<file path="config.mk">
export PLATFORM = sky130hd
export DESIGN_NAME = frpg_div
export DESIGN_NICKNAME = d
export VERILOG_FILES = /design/src/rtl/core/frpg_pkg.sv /design/src/rtl/core/frpg_div.sv
export SDC_FILE = /design/constraint.sdc
export NUM_CORES = 1
export LEC_CHECK = 0
export ABC_AREA = 1
export ABC_CLOCK_PERIOD_IN_PS = 2000
export BUFFER_PORTS_ARGS = -buffer_cell sky130_fd_sc_hd__buf_2
export CORE_ASPECT_RATIO = 0.8
export CORE_MARGIN = 3
export CORE_UTILIZATION = 39
export DETAILED_ROUTE_END_ITERATION = 8
export GPL_TIMING_DRIVEN = 0
export PLACE_DENSITY = 0.63
export SETUP_SLACK_MARGIN = 0.3
export SKIP_CTS_REPAIR_TIMING = 1
export SLEW_MARGIN = 20
export SYNTH_ARGS = -nofsm -noshare
export SYNTH_HDL_FRONTEND = slang
export SYNTH_SLANG_ARGS = --single-unit
</file>
<file path="constraint.sdc">
create_clock -name clk -period 2 [get_ports clk]
set_clock_uncertainty 0.15 [all_clocks]
set_input_delay 0.2 -clock clk [delete_from_list [all_inputs] [get_ports clk]]
set_output_delay 0.2 -clock clk [all_outputs]
set_load 0.01 [all_outputs]
</file>
<file path="src/rtl/core/frpg_pkg.sv">
// ----------------------------------------------------------------------------
// frpg_pkg
// Shared widths, register map and types of the first-touch page generator.
// ----------------------------------------------------------------------------
package frpg_pkg;

    // Scrambled unit numbers, pages and the Mersenne prime 2^19 - 1
    localparam int IDX_W  = 19;
    localparam logic [IDX_W-1:0] PRIME_MOD = {IDX_W{1'b1}};

    // Page size register and byte offset
    localparam int SIZE_W = 20;
    localparam int OFF_W  = 31;

    // Touched map: one bit per page, kept in rows of 32 bits
    localparam int ROW_W     = 32;
    localparam int BIT_AW    = 5;
    localparam int ROW_AW    = IDX_W - BIT_AW;
    localparam int MAP_ROWS  = 1 << ROW_AW;

    // Configuration register map
    localparam int ADDR_W   = 4;
    localparam int DATA_W   = 32;
    localparam logic [1:0] REG_PAGE_UNITS    = 2'd0;
    localparam logic [1:0] REG_SCRAMBLE_SEED = 2'd1;
    localparam logic [1:0] REG_WRITE_MODE    = 2'd2;

    localparam logic [SIZE_W-1:0] PAGE_UNITS_RST    = SIZE_W'(1);
    localparam logic [IDX_W-1:0]  SCRAMBLE_SEED_RST = IDX_W'(13877);

    // Divider status toward the sequencer
    typedef struct packed {
        logic busy;
    } div_status_t;

endpackage

</file>
<file path="src/rtl/core/frpg_div.sv">
// ----------------------------------------------------------------------------
// frpg_div
// Restoring divider, one quotient bit per cycle, for unit / page size.
// ----------------------------------------------------------------------------
module frpg_div
(
    input  logic                        clk,
    input  logic                        rst_n,
    input  logic                        start,
    input  logic [frpg_pkg::IDX_W-1:0]  dividend,
    input  logic [frpg_pkg::SIZE_W-1:0] divisor,
    output logic [frpg_pkg::IDX_W-1:0]  quotient,
    output logic [frpg_pkg::IDX_W-1:0]  remainder,
    output frpg_pkg::div_status_t       status
);
    import frpg_pkg::*;

    localparam int CNT_W = $clog2(IDX_W + 1);

    logic [IDX_W-1:0]  quo_reg;
    logic [IDX_W-1:0]  rem_reg;
    logic [SIZE_W-1:0] dvs_reg;
    logic [CNT_W-1:0]  cnt_reg;
    logic              busy_reg;
    logic [SIZE_W-1:0] trial;
    logic [SIZE_W:0]   diff;
    logic              fits;

    always_comb
    begin
        trial = {rem_reg, quo_reg[IDX_W-1]};
        diff  = {1'b0, trial} - {1'b0, dvs_reg};
        fits  = !diff[SIZE_W];
    end

    always_ff @(posedge clk or negedge rst_n)
    begin
        if (!rst_n)
        begin
            busy_reg <= 1'b0;
            cnt_reg  <= '0;
        end
        else if (start)
        begin
            busy_reg <= 1'b1;
            cnt_reg  <= CNT_W'(IDX_W);
        end
        else if (busy_reg)
        begin
            cnt_reg  <= cnt_reg - CNT_W'(1);
            busy_reg <= (cnt_reg != CNT_W'(1));
        end
    end

    always_ff @(posedge clk)
    begin
        if (start)
        begin
            quo_reg <= dividend;
            rem_reg <= '0;
            // zero page size counts as one
            dvs_reg <= (divisor == '0) ? SIZE_W'(1) : divisor;
        end
        else if (busy_reg)
        begin
            quo_reg <= {quo_reg[IDX_W-2:0], fits};
            rem_reg <= fits ? diff[IDX_W-1:0] : trial[IDX_W-1:0];
        end
    end

    assign quotient    = quo_reg;
    assign remainder   = rem_reg;
    assign status.busy = busy_reg;

endmodule

</file>
* Word-level counts from Yosys, hierarchy flattened
Cells that the tools add are included.
Cells by class: add/subtract/negate cells 2, eq/ne operators 1, mux-type cells 7, reductions and logical operators 3
Operators by type and width (count):
- two-way mux 19 bit | 3
- subtractor 20 x 20 -> 21 bit | 1
- zero test 20 bit | 1
- two-way mux 5 bit | 2
- != test 5 x 1 -> 1 bit (second input constant) | 1
- subtractor 5 x 1 -> 5 bit (second input constant) | 1
- two-way mux 1 bit | 2
- nonzero test 2 bit | 1
- zero test 1 bit | 1
Storage, ports and cells: flip-flop bits (word level) 64, input bits 42, output and inout port bits 39

* Logic depth before layout (Yosys ltp)
depth in word-level cells 4, depth in mapped cells 14

* Worst setup path after synthesis
OpenSTA, ideal clock, no wires.
path type reg2reg, start register quo_reg[18] (netlist: quotient[18]), end register rem_reg[8] (netlist: remainder[8]), arrival time 1880 ps, data required time 1712 ps, path slack -168 ps, stages on the path, launching flop included 13, period minus slack after synthesis 2168 ps, cell sequence edfxtp_1 -> inv_1 -> ha_1 -> fa_1 -> inv_1 -> nand3_1 -> nand2_1 -> nand3b_4 -> nand3_4 -> buf_6 -> nand2_1 -> nand3_1 -> o21ai_1
On the way: cells in the longest elaborated chain, start to end 2
RTL lines:
- start, declared | line frpg_div.sv:20 | logic [IDX_W-1:0] quo_reg;
- start signal, assigned | line frpg_div.sv:59 | quo_reg <= dividend;
- start signal, assigned | line frpg_div.sv:66 | quo_reg <= {quo_reg[IDX_W-2:0], fits};
- subtractor 20 x 20 -> 21 bit | line frpg_div.sv:32 | diff = {1'b0, trial} - {1'b0, dvs_reg};
- two-way mux 19 bit | line frpg_div.sv:67 | rem_reg <= fits ? diff[IDX_W-1:0] : trial[IDX_W-1:0];
- end signal, assigned | line frpg_div.sv:67
- end, declared | line frpg_div.sv:21 | logic [IDX_W-1:0] rem_reg;
Every way passes these cells. A chain may end at the register's enable or synchronous reset.

* Worst setup path in the final report
start register quo_reg[18] (netlist: quotient[18]), end register rem_reg[12] (netlist: remainder[12])
Same word-level chain as after synthesis.

==> metrics.yaml <==
clk_pin_slew_ps: 50
drtAntennaViolNets: 0
synthArstFlopShare_pct: 9.38
synth_top_area_cell: "edfxtp_1"
syn_area_per_cell_um2: 7.10
wirelength_um: 11900
netlist_area_um2: 4100
hold_violations: 19
core_um2: 9930
grt_max_degree: 22
drv_slew: 0
root_buffer: "clkbuf_16"
syn_nets: 642
antenna_found_initial: 0
antenna_cells: 0
reg2reg_slack_ps: -180
fin_nets: 765
setup-tns-final_ps: -2430
crit_path_end_kind: "flop"
fin_ws_ps: -178
status: "complete, but fails checks"
clockBufferDepth: 2
hold_class: "input pin to flop"
fp.dieW_um: 121
p_leak_nw: 2.88
vias: 4052
fp.dieH_um: 97.7
cts_tree: "yes"
worstPathRequired_ps: 2080
grt_pass1_wl_um: 18200
synth_cells: 577
sequentialPowerShare_pct: 42.4
first_pass_iters: 5
ir_drop_uv: 501
clk_latency_ps: 340
grt.total_usage_pct: 19.5
p_sw_w: 0.000945
violations: "hold timing, setup timing"
synth_edf_count: 39
yosys-top-cells-area: "edfxtp_1, nand2_1, dfxtp_1"
dp_hpwl_um: 8270
slew_headroom_pct: 56.5
layout-drive-gt1-share_pct: 24.7
synth_seq_area_share_pct: 41.5
syn2layout_area_growth_pct: 35.8
tightest_slew_ps: 646
dieArea_um2: 11800
combPwrFrac_pct: 15.4
post-place-ws_ps: -675
cts_buffers: 9
ys_seq_elements: 64
dr.first_iter.drc_count: 184
setup_viol: 20
synth_top_area_share_pct: 28.6
vias_per_cell: 4.82
p_per_area_nw_per_um2: 653
ys_top_cells_by_count: "nand2_1, inv_1, nand3_1"
grt_pass1_vias: 3746
io_buffers: 80
p_int_w: 0.00269
total_power_w: 0.00363
max_freq_mhz: 459
drc_errors: 0
stdcell_count: 841
critical_path_class: "flop to flop"
timing.final.crit_period_ps: 2180
cts_max_level: 3
cp-start-kind: "flop"
ys_types: 29
clockPowerShare_pct: 42.2
clock-sinks: 64
rsz0062_at_grt: "true"
largest_reg_flops: 20
ios: 81
wire_per_inst_um: 14.1
dp.cells: 793
yosysWarningCount: 0
switching_share_pct: 26.0
cap_violations: 0
synth_most_common_cell: "nand2_1"
initial_core_util_pct: 41.3
core.rowCount: 32
whs_ps: -21.3
arrival_ps: 2260
gp_congestion: 0.898
post-route-period-util_pct: 109
synth_flop_cell: "edfxtp_1"
grt-ovfl-total: 0
cp_max_fo: 5
[per-layer routing]
layer,vias up,GRT usage [%],part of all wire (%)
met2,131,29.5,45
met5,-,0,0
met3,18,6.11,7.7
met1,1842,27.0,45
li1,2061,-,-
met4,0,5.49,1.7
[layout by cell type, fill, tap and decap left out, types with 2 or more instances in the layout]
master         instances
edfxtp_1              39
clkbuf_16             10
nand2_4                3
o21ai_0                5
xnor2_1                4
nand3_1               27
o21ai_1                6
nand3_2               16
dfxtp_1               14
a21oi_1               14
ha_1                  11
clkbuf_1              27
clkinv_1               2
nor4_1                 4
buf_6                  2
dfxtp_2                5
nand2_1              205
dlygate4sd3_1         17
nand2_2                7
ha_4                   9
nor3_1                 4
buf_2                 81
nor2_2                 2
inv_1                 93
buf_4                 14
nand4_1               18
xor2_1                 2
dfrtp_1                6
ha_2                   2
clkbuf_4               2
clkinvlp_4             3
nor2_1                29
inv_2                  5
[through the flow]
stage	util [%]	cell area, µm²
after floorplan	-	4140
after global routing	56.0	5570
after global placement	47.4	4710
final	56.0	5570
after CTS	50.3	4990
after detailed placement	47.4	4710
[area by class of cell]
type	instances	area, µm²
plain buffers	33	173
clock buffers	11	233
clock inverters	5	50.0
fillers	944	4360
inverters	99	375
multi-input cells	381	2150
flip-flops and latches	64	1710
well taps	136	170
repair buffers	111	699
repair inverters	1	7.51
[worst paths after layout]
path,startpoint,endpoint,depth (start not counted)
max reg2reg,quotient[18],remainder[12],12
min in group asynchronous,rst_n,cnt_reg[0],2
min,divisor[19],dvs_reg[19],2
max,quotient[18],remainder[12],12
min reg2reg,remainder[18],remainder[18],2
max in group asynchronous,rst_n,cnt_reg[1],2
[power by group through the flow]
stage | combinational (W) | clock (W) | sequential [W]
final | 0.000559 | 0.00153 | 0.00154
after detailed placement | 0.000469 | 0 | 0.00156
after global routing | 0.000622 | 0.00163 | 0.00155
after CTS | 0.000474 | 0.00157 | 0.00154
after global placement | 0.000463 | 0 | 0.00156
after floorplan | 0.000277 | 0 | 0.00158
[kinds of logic after synthesis]
logic type / count (synthesis) / share of synthesized area (%)
simple gates: 321 / 33.2
fa+ha+maj: 23 / 7.20
flops: 64 / 41.5
xor+xnor: 7 / 1.50
buf+inv: 132 / 12.6
compound gates: 30 / 3.97
[critical path, stage by stage (launching register included)]
cell and delay, ps:
edfxtp_1 370, inv_2 70, ha_4 160, fa_2 400, inv_2 90, nand3_2 80, nand2_4 100, nand3b_4 120
nand3_4 130, buf_8 160, nand3_2 110, nand3_2 80, nand2_1 50
Power figures use the tool's default switching activity.
