<file path="src/rtl/core/frpg_pkg.sv">
// ----------------------------------------------------------------------------
// frpg_pkg
// Shared widths, register map and types of the first-touch page generator.
// ----------------------------------------------------------------------------
package frpg_pkg;

    // Scrambled unit numbers, pages and the Mersenne prime 2^19 - 1
    localparam int IDX_W  = 19;
    localparam logic [IDX_W-1:0] PRIME_MOD = {IDX_W{1'b1}};

    // Page size register and byte offset
    localparam int SIZE_W = 20;
    localparam int OFF_W  = 31;

    // Touched map: one bit per page, kept in rows of 32 bits
    localparam int ROW_W     = 32;
    localparam int BIT_AW    = 5;
    localparam int ROW_AW    = IDX_W - BIT_AW;
    localparam int MAP_ROWS  = 1 << ROW_AW;

    // Configuration register map
    localparam int ADDR_W   = 4;
    localparam int DATA_W   = 32;
    localparam logic [1:0] REG_PAGE_UNITS    = 2'd0;
    localparam logic [1:0] REG_SCRAMBLE_SEED = 2'd1;
    localparam logic [1:0] REG_WRITE_MODE    = 2'd2;

    localparam logic [SIZE_W-1:0] PAGE_UNITS_RST    = SIZE_W'(1);
    localparam logic [IDX_W-1:0]  SCRAMBLE_SEED_RST = IDX_W'(13877);

    // Divider status toward the sequencer
    typedef struct packed {
        logic busy;
    } div_status_t;

endpackage

</file>
<file path="src/rtl/core/frpg_sqmod.sv">
// ----------------------------------------------------------------------------
// frpg_sqmod
// Shared square-and-reduce unit: registers x*x, then folds it modulo
// 2^19 - 1 and reflects the residue when bit 18 of x was set.
// ----------------------------------------------------------------------------
module frpg_sqmod
(
    input  logic                      clk,
    input  logic                      load,
    input  logic [frpg_pkg::IDX_W-1:0] operand,
    output logic [frpg_pkg::IDX_W-1:0] result
);
    import frpg_pkg::*;

    logic [2*IDX_W-1:0] prod_reg;
    logic               reflect_reg;
    logic [IDX_W:0]     fold1;
    logic [IDX_W-1:0]   fold2;
    logic [IDX_W-1:0]   resid;

    always_ff @(posedge clk)
    begin
        if (load)
        begin
            prod_reg    <= operand * operand;
            reflect_reg <= operand[IDX_W-1];
        end
    end

    // Mersenne fold: 2^19 = 1 mod P
    always_comb
    begin
        fold1  = {1'b0, prod_reg[IDX_W-1:0]} + {1'b0, prod_reg[2*IDX_W-1:IDX_W]};
        fold2  = fold1[IDX_W-1:0] + {{(IDX_W-1){1'b0}}, fold1[IDX_W]};
        resid  = (fold2 == PRIME_MOD) ? '0 : fold2;
        result = reflect_reg ? (PRIME_MOD - resid) : resid;
    end

endmodule

</file>
<file path="config.mk">
export PLATFORM = sky130hd
export DESIGN_NAME = frpg_sqmod
export DESIGN_NICKNAME = d
export VERILOG_FILES = /design/src/rtl/core/frpg_pkg.sv /design/src/rtl/core/frpg_sqmod.sv
export SDC_FILE = /design/constraint.sdc
export NUM_CORES = 1
export LEC_CHECK = 0
export BUFFER_PORTS_ARGS = -buffer_cell sky130_fd_sc_hd__buf_2
export CORE_MARGIN = 2
export CORE_UTILIZATION = 40
export CTS_CLUSTER_DIAMETER = 120
export DETAILED_ROUTE_END_ITERATION = 10
export PLACE_DENSITY = 0.67
export SLEW_MARGIN = 20
export SYNTH_ARGS = -nofsm -noshare
export SYNTH_HDL_FRONTEND = slang
export SYNTH_SLANG_ARGS = --single-unit
</file>
<file path="constraint.sdc">
create_clock -name clk -period 6.7 [get_ports clk]
set_input_delay 0.67 -clock clk [delete_from_list [all_inputs] [get_ports clk]]
set_output_delay 0.67 -clock clk [all_outputs]
set_load 0.01 [all_outputs]
</file>
## Word-level counts from Yosys, hierarchy flattened

Index checks and enable logic that the tools add are counted.
Widths: inputs -> output; s select.

| cells by class | value |
|---|---|
| order comparisons | 0 |
| muxes and demuxes | 2 |
| divide/modulo/power cells | 0 |
| shift-type cells | 0 |
| $mul | 1 |
| eq/ne operators | 1 |
| $add $sub $neg | 3 |
| bitwise gates (word level) | 0 |
| reductions and logical operators | 0 |

Operators by type and width:

| operator | count |
|---|---|
| $mul 19x19->38 | 1 |
| $mux 19 | 2 |
| $add 19x19->20 | 1 |
| $add 19x1->19 | 1 |
| $eq 19x19->1 const B | 1 |
| $sub 19x19->19 const A | 1 |

| word-level totals | value |
|---|---|
| memories kept | 0 |
| output and inout port bits | 19 |
| logic and storage cells | 9 |
| RAM bits | 0 |
| flip-flop bits (word level) | 39 |
| latch bits | 0 |
| ROM bits | 0 |
| input bits | 21 |

## Longest topological paths before layout

| logic depth | value |
|---|---|
| depth in word-level cells | 6 |
| gate-level depth with buffers | 27 |
| mapped depth without buffers | 25 |

## Least setup slack after synthesis

No wires, ideal clock.

| timing | value |
|---|---|
| path kind | input to register |
| start | input operand[7] (netlist bit) |
| end | register prod_reg[36] (data pin) |
| arrival time | 6882 ps |
| path buffers | 2 |
| setup slack | -443 ps |
| library setup time | 262 ps |
| cell stages on the path | 25 |
| path through | clkbuf_1 > clkbuf_1 > nand2_1 > fa_1 > inv_1 > fa_1 > inv_1 > fa_1 > inv_1 > fa_1 > fa_1 > inv_1 > fa_1 > inv_1 > ha_1 > a21o_1 > a21oi_1 > o21ai_0 > o31a_1 > a311o_1 > or3_1 > a41oi_1 > a211oi_1 > o31ai_1 > xnor2_1 |

| on the way | value |
|---|---|
| word-level cells in the longest chain between the ends | 1 |

RTL lines:

| element | RTL line | RTL |
|---|---|---|
| from (decl) | frpg_sqmod.sv:10 | `input logic [frpg_pkg::IDX_W-1:0] operand,` |
| $mul 19x19->38 | frpg_sqmod.sv:25 | `prod_reg <= operand * operand;` |
| to (signal assigned) | frpg_sqmod.sv:25 |  |
| to (decl) | frpg_sqmod.sv:15 | `logic [2*IDX_W-1:0] prod_reg;` |

Every way passes these cells.
A chain may end at the register's enable or synchronous reset.

## Final worst setup path

| timing | value |
|---|---|
| start | input operand[14] (netlist bit) |
| end | register prod_reg[36] (data pin) |

The elaborated chain is that of the path after synthesis.

==> results.sh <==
export IMPL_outcome="finished clean"
export IMPL_criticalPathCategory="input port to flop"
export IMPL_fin_tns_setup_ns=0
export IMPL_drt_wl_total_um=29990
export IMPL_setup_viol=0
export IMPL_grt_pass1_wl_um=51240
export IMPL_syn_nets=1856
export IMPL_yosysWarnings=0
export IMPL_maxSlewHeadroom=0.3532
export IMPL_crit_path_end_kind="flop"
export IMPL_area_growth_pct=15.57
export IMPL_pin_count=40
export IMPL_firstDrtPassIters=5
export IMPL_synth_seq_cells=38
export IMPL_grt_pass1_vias=10722
export IMPL_io_buffers=39
export IMPL_start_util=0.4077
export IMPL_fmax_mhz=153.6
export IMPL_avgSynthCellArea_um2=9.232
export IMPL_worstMarginPinSlew_ns=0.9702
export IMPL_globalRouteOverflowTotal=0
export IMPL_fp_coreArea_um2=32700
export IMPL_post_route_period_util=0.9720
export IMPL_htreeDepth=2
export IMPL_drive_above_1_share=0.1727
export IMPL_largest_reg_flops=37
export IMPL_worst_ep_required_time_ns=6.73
export IMPL_grt_max_degree=39
export IMPL_dieArea_um2=34800
export IMPL_worstSetupStartpointType="input port"
export IMPL_cts_root_buf="clkbuf_16"
export IMPL_slew_viol_final=0
export IMPL_vias=9855
export IMPL_cp_max_fo=5
export IMPL_stdcell_count=2023
export IMPL_drt_iter0_markers=424
export IMPL_hold_path_class="input port to flop"
export IMPL_pre_cts_ws_ns=-0.2903
export IMPL_slowest_stage="fa_1"
export IMPL_row_count=66
export IMPL_cts_buffers=5
export IMPL_synthDominantCellAreaShare=0.3724
export IMPL_maxCapViolCount=0
export IMPL_synthFlopType="edfxtp_1"
export IMPL_synth_cells=1444
export IMPL_synthArstFlopShare=0
export IMPL_antenna_found_initial=0
export IMPL_clk_pin_slew_ns=0.06
export IMPL_ctsHoldBuffers=0
export IMPL_hold_violations=0
export IMPL_synth_distinct_cells=74
export IMPL_crit_family="adder cells"
export IMPL_gp_congestion=0.8932
export IMPL_netlist_top_cells_area="fa_1 37%, ha_1 13%, inv_1 10%"
export IMPL_synth_edf_count=38
export IMPL_clock_sinks=38
export IMPL_die_y_um=186.6
export IMPL_vias_per_cell=4.871
export IMPL_route_detailed_drc=0
export IMPL_timing_final_ws_setup_ns=0.1879
export IMPL_syn_area_um2=13330
export IMPL_hpwlAfterDp_um=26310
export IMPL_cpMostUsedCell="fa_1"
export IMPL_cts_buffer_depth=2
export IMPL_dp_cells=2012
export IMPL_cts_tree="built"
export IMPL_gr_usage_all_layers=0.1783
export IMPL_avgRoutedWirePerCell_um=14.83
export IMPL_fin_crit_ns=6.512
export IMPL_crit_buf_inv=8
export IMPL_cp_data_arrival_time_ns=6.54
export IMPL_critPathMaxStageDelay_ns=0.57
export IMPL_fin_nets=1992
export IMPL_yosysTopAreaCell="fa_1"
export IMPL_postRouteAntennaNets=0
export IMPL_die_w_um=186.6
export IMPL_antenna_cells=0
export IMPL_synth_seq_area_share=0.08559
-- metal layers --
metal  global-route usage  vias to the layer above  routed length (um)
li1                     -                     4757                   -
met1               0.2364                     4900               13580
met3              0.01185                       32                 875
met2               0.3187                      166               14900
met4              0.04304                        0                 639
met5                    0                        -                   0
-- per-stage QoR --
step / hold slack (ns) / area (um2) / util
2_1_floorplan: 0.7689 / 13390 / -
3_3_place_gp: 1.240 / 14920 / 0.4562
3_5_place_dp: 1.255 / 14920 / 0.4562
4_1_cts: 0.9593 / 15110 / 0.4620
5_1_grt: 0.9612 / 15410 / 0.4712
6_report: 0.9625 / 15410 / 0.4712
-- placed cells by master, fill, tap and decap left out, types with 5 or more instances in the layout --
cell type | Yosys | final
inv_1 | 361 | 352
fa_1 | 248 | 236
ha_1 | 143 | 139
buf_4 | 1 | 132
nand2_1 | 125 | 119
and2_1 | 73 | 69
xnor2_1 | 66 | 65
nor2_1 | 58 | 56
a21oi_1 | 44 | 40
edfxtp_1 | 38 | 38
buf_2 | 5 | 22
o21ai_0 | 22 | 20
a21o_1 | 17 | 17
xor2_1 | 14 | 14
nand3_1 | 14 | 14
nor2b_1 | 13 | 13
fa_2 | 0 | 12
and3_1 | 11 | 11
buf_6 | 3 | 11
o21a_1 | 10 | 10
nor3_1 | 10 | 10
inv_2 | 0 | 9
or2_2 | 9 | 9
o41ai_2 | 9 | 9
nand2b_1 | 8 | 8
nand4_1 | 8 | 8
o41ai_1 | 7 | 7
nand2_2 | 0 | 6
or3_1 | 7 | 6
nor4_1 | 5 | 5
clkbuf_16 | 0 | 5
-- worst paths after layout --
check / startpoint / to / slack [ns] / cells past startpoint
hold / removal: operand[18] / reflect_reg$_DFFE_PP_ / 0.96 / 2
setup / recovery: operand[14] / prod_reg[36]$_DFFE_PP_ / 0.19 / 25
-- repair_timing --
action	in CTS	in global routing
setup buffers	0	3
resized for setup	0	97
setup endpoints to repair	0	12
-- Yosys cell counts, types with 4 or more instances --
library cell    n
and3_1         11
o31ai_1         4
xor2_1         14
buf_2           5
ha_1          143
nor2_1         58
edfxtp_1       38
nand3_1        14
nor4_1          5
clkbuf_1       33
o41ai_2         9
nor2b_1        13
nor3_1         10
nand2_1       125
or3_1           7
or2_2           9
a21oi_1        44
o21bai_1        4
a21o_1         17
a211oi_1        5
nand4_1         8
o21ai_0        22
and2_1         73
o21a_1         10
a31oi_1         5
nand2b_1        8
fa_1          248
inv_1         361
o41ai_1         7
xnor2_1        66
-- layout make-up --
class                   count  area, um2
flip-flops and latches     38       1141
clock buffers               5      125.1
well taps                 442      553.0
inverters                 361       1355
clock inverters             3      63.81
repair buffers            172       1318
multi-input cells        1002      10850
fillers                  3178      17290
-- cells by family after synthesis --
kind of cell,synth area share
AOI/OAI and AO/OA,0.09188
xor gates and xnor gates,0.05791
adders and majority gates,0.5066
buffers and inverters,0.1163
DFF,0.08559
muxes,0.003097
and+or+nand+nor,0.1386
Power is not shown: default switching activity piles up to over one toggle a cycle in this logic, so the estimate is an artifact.
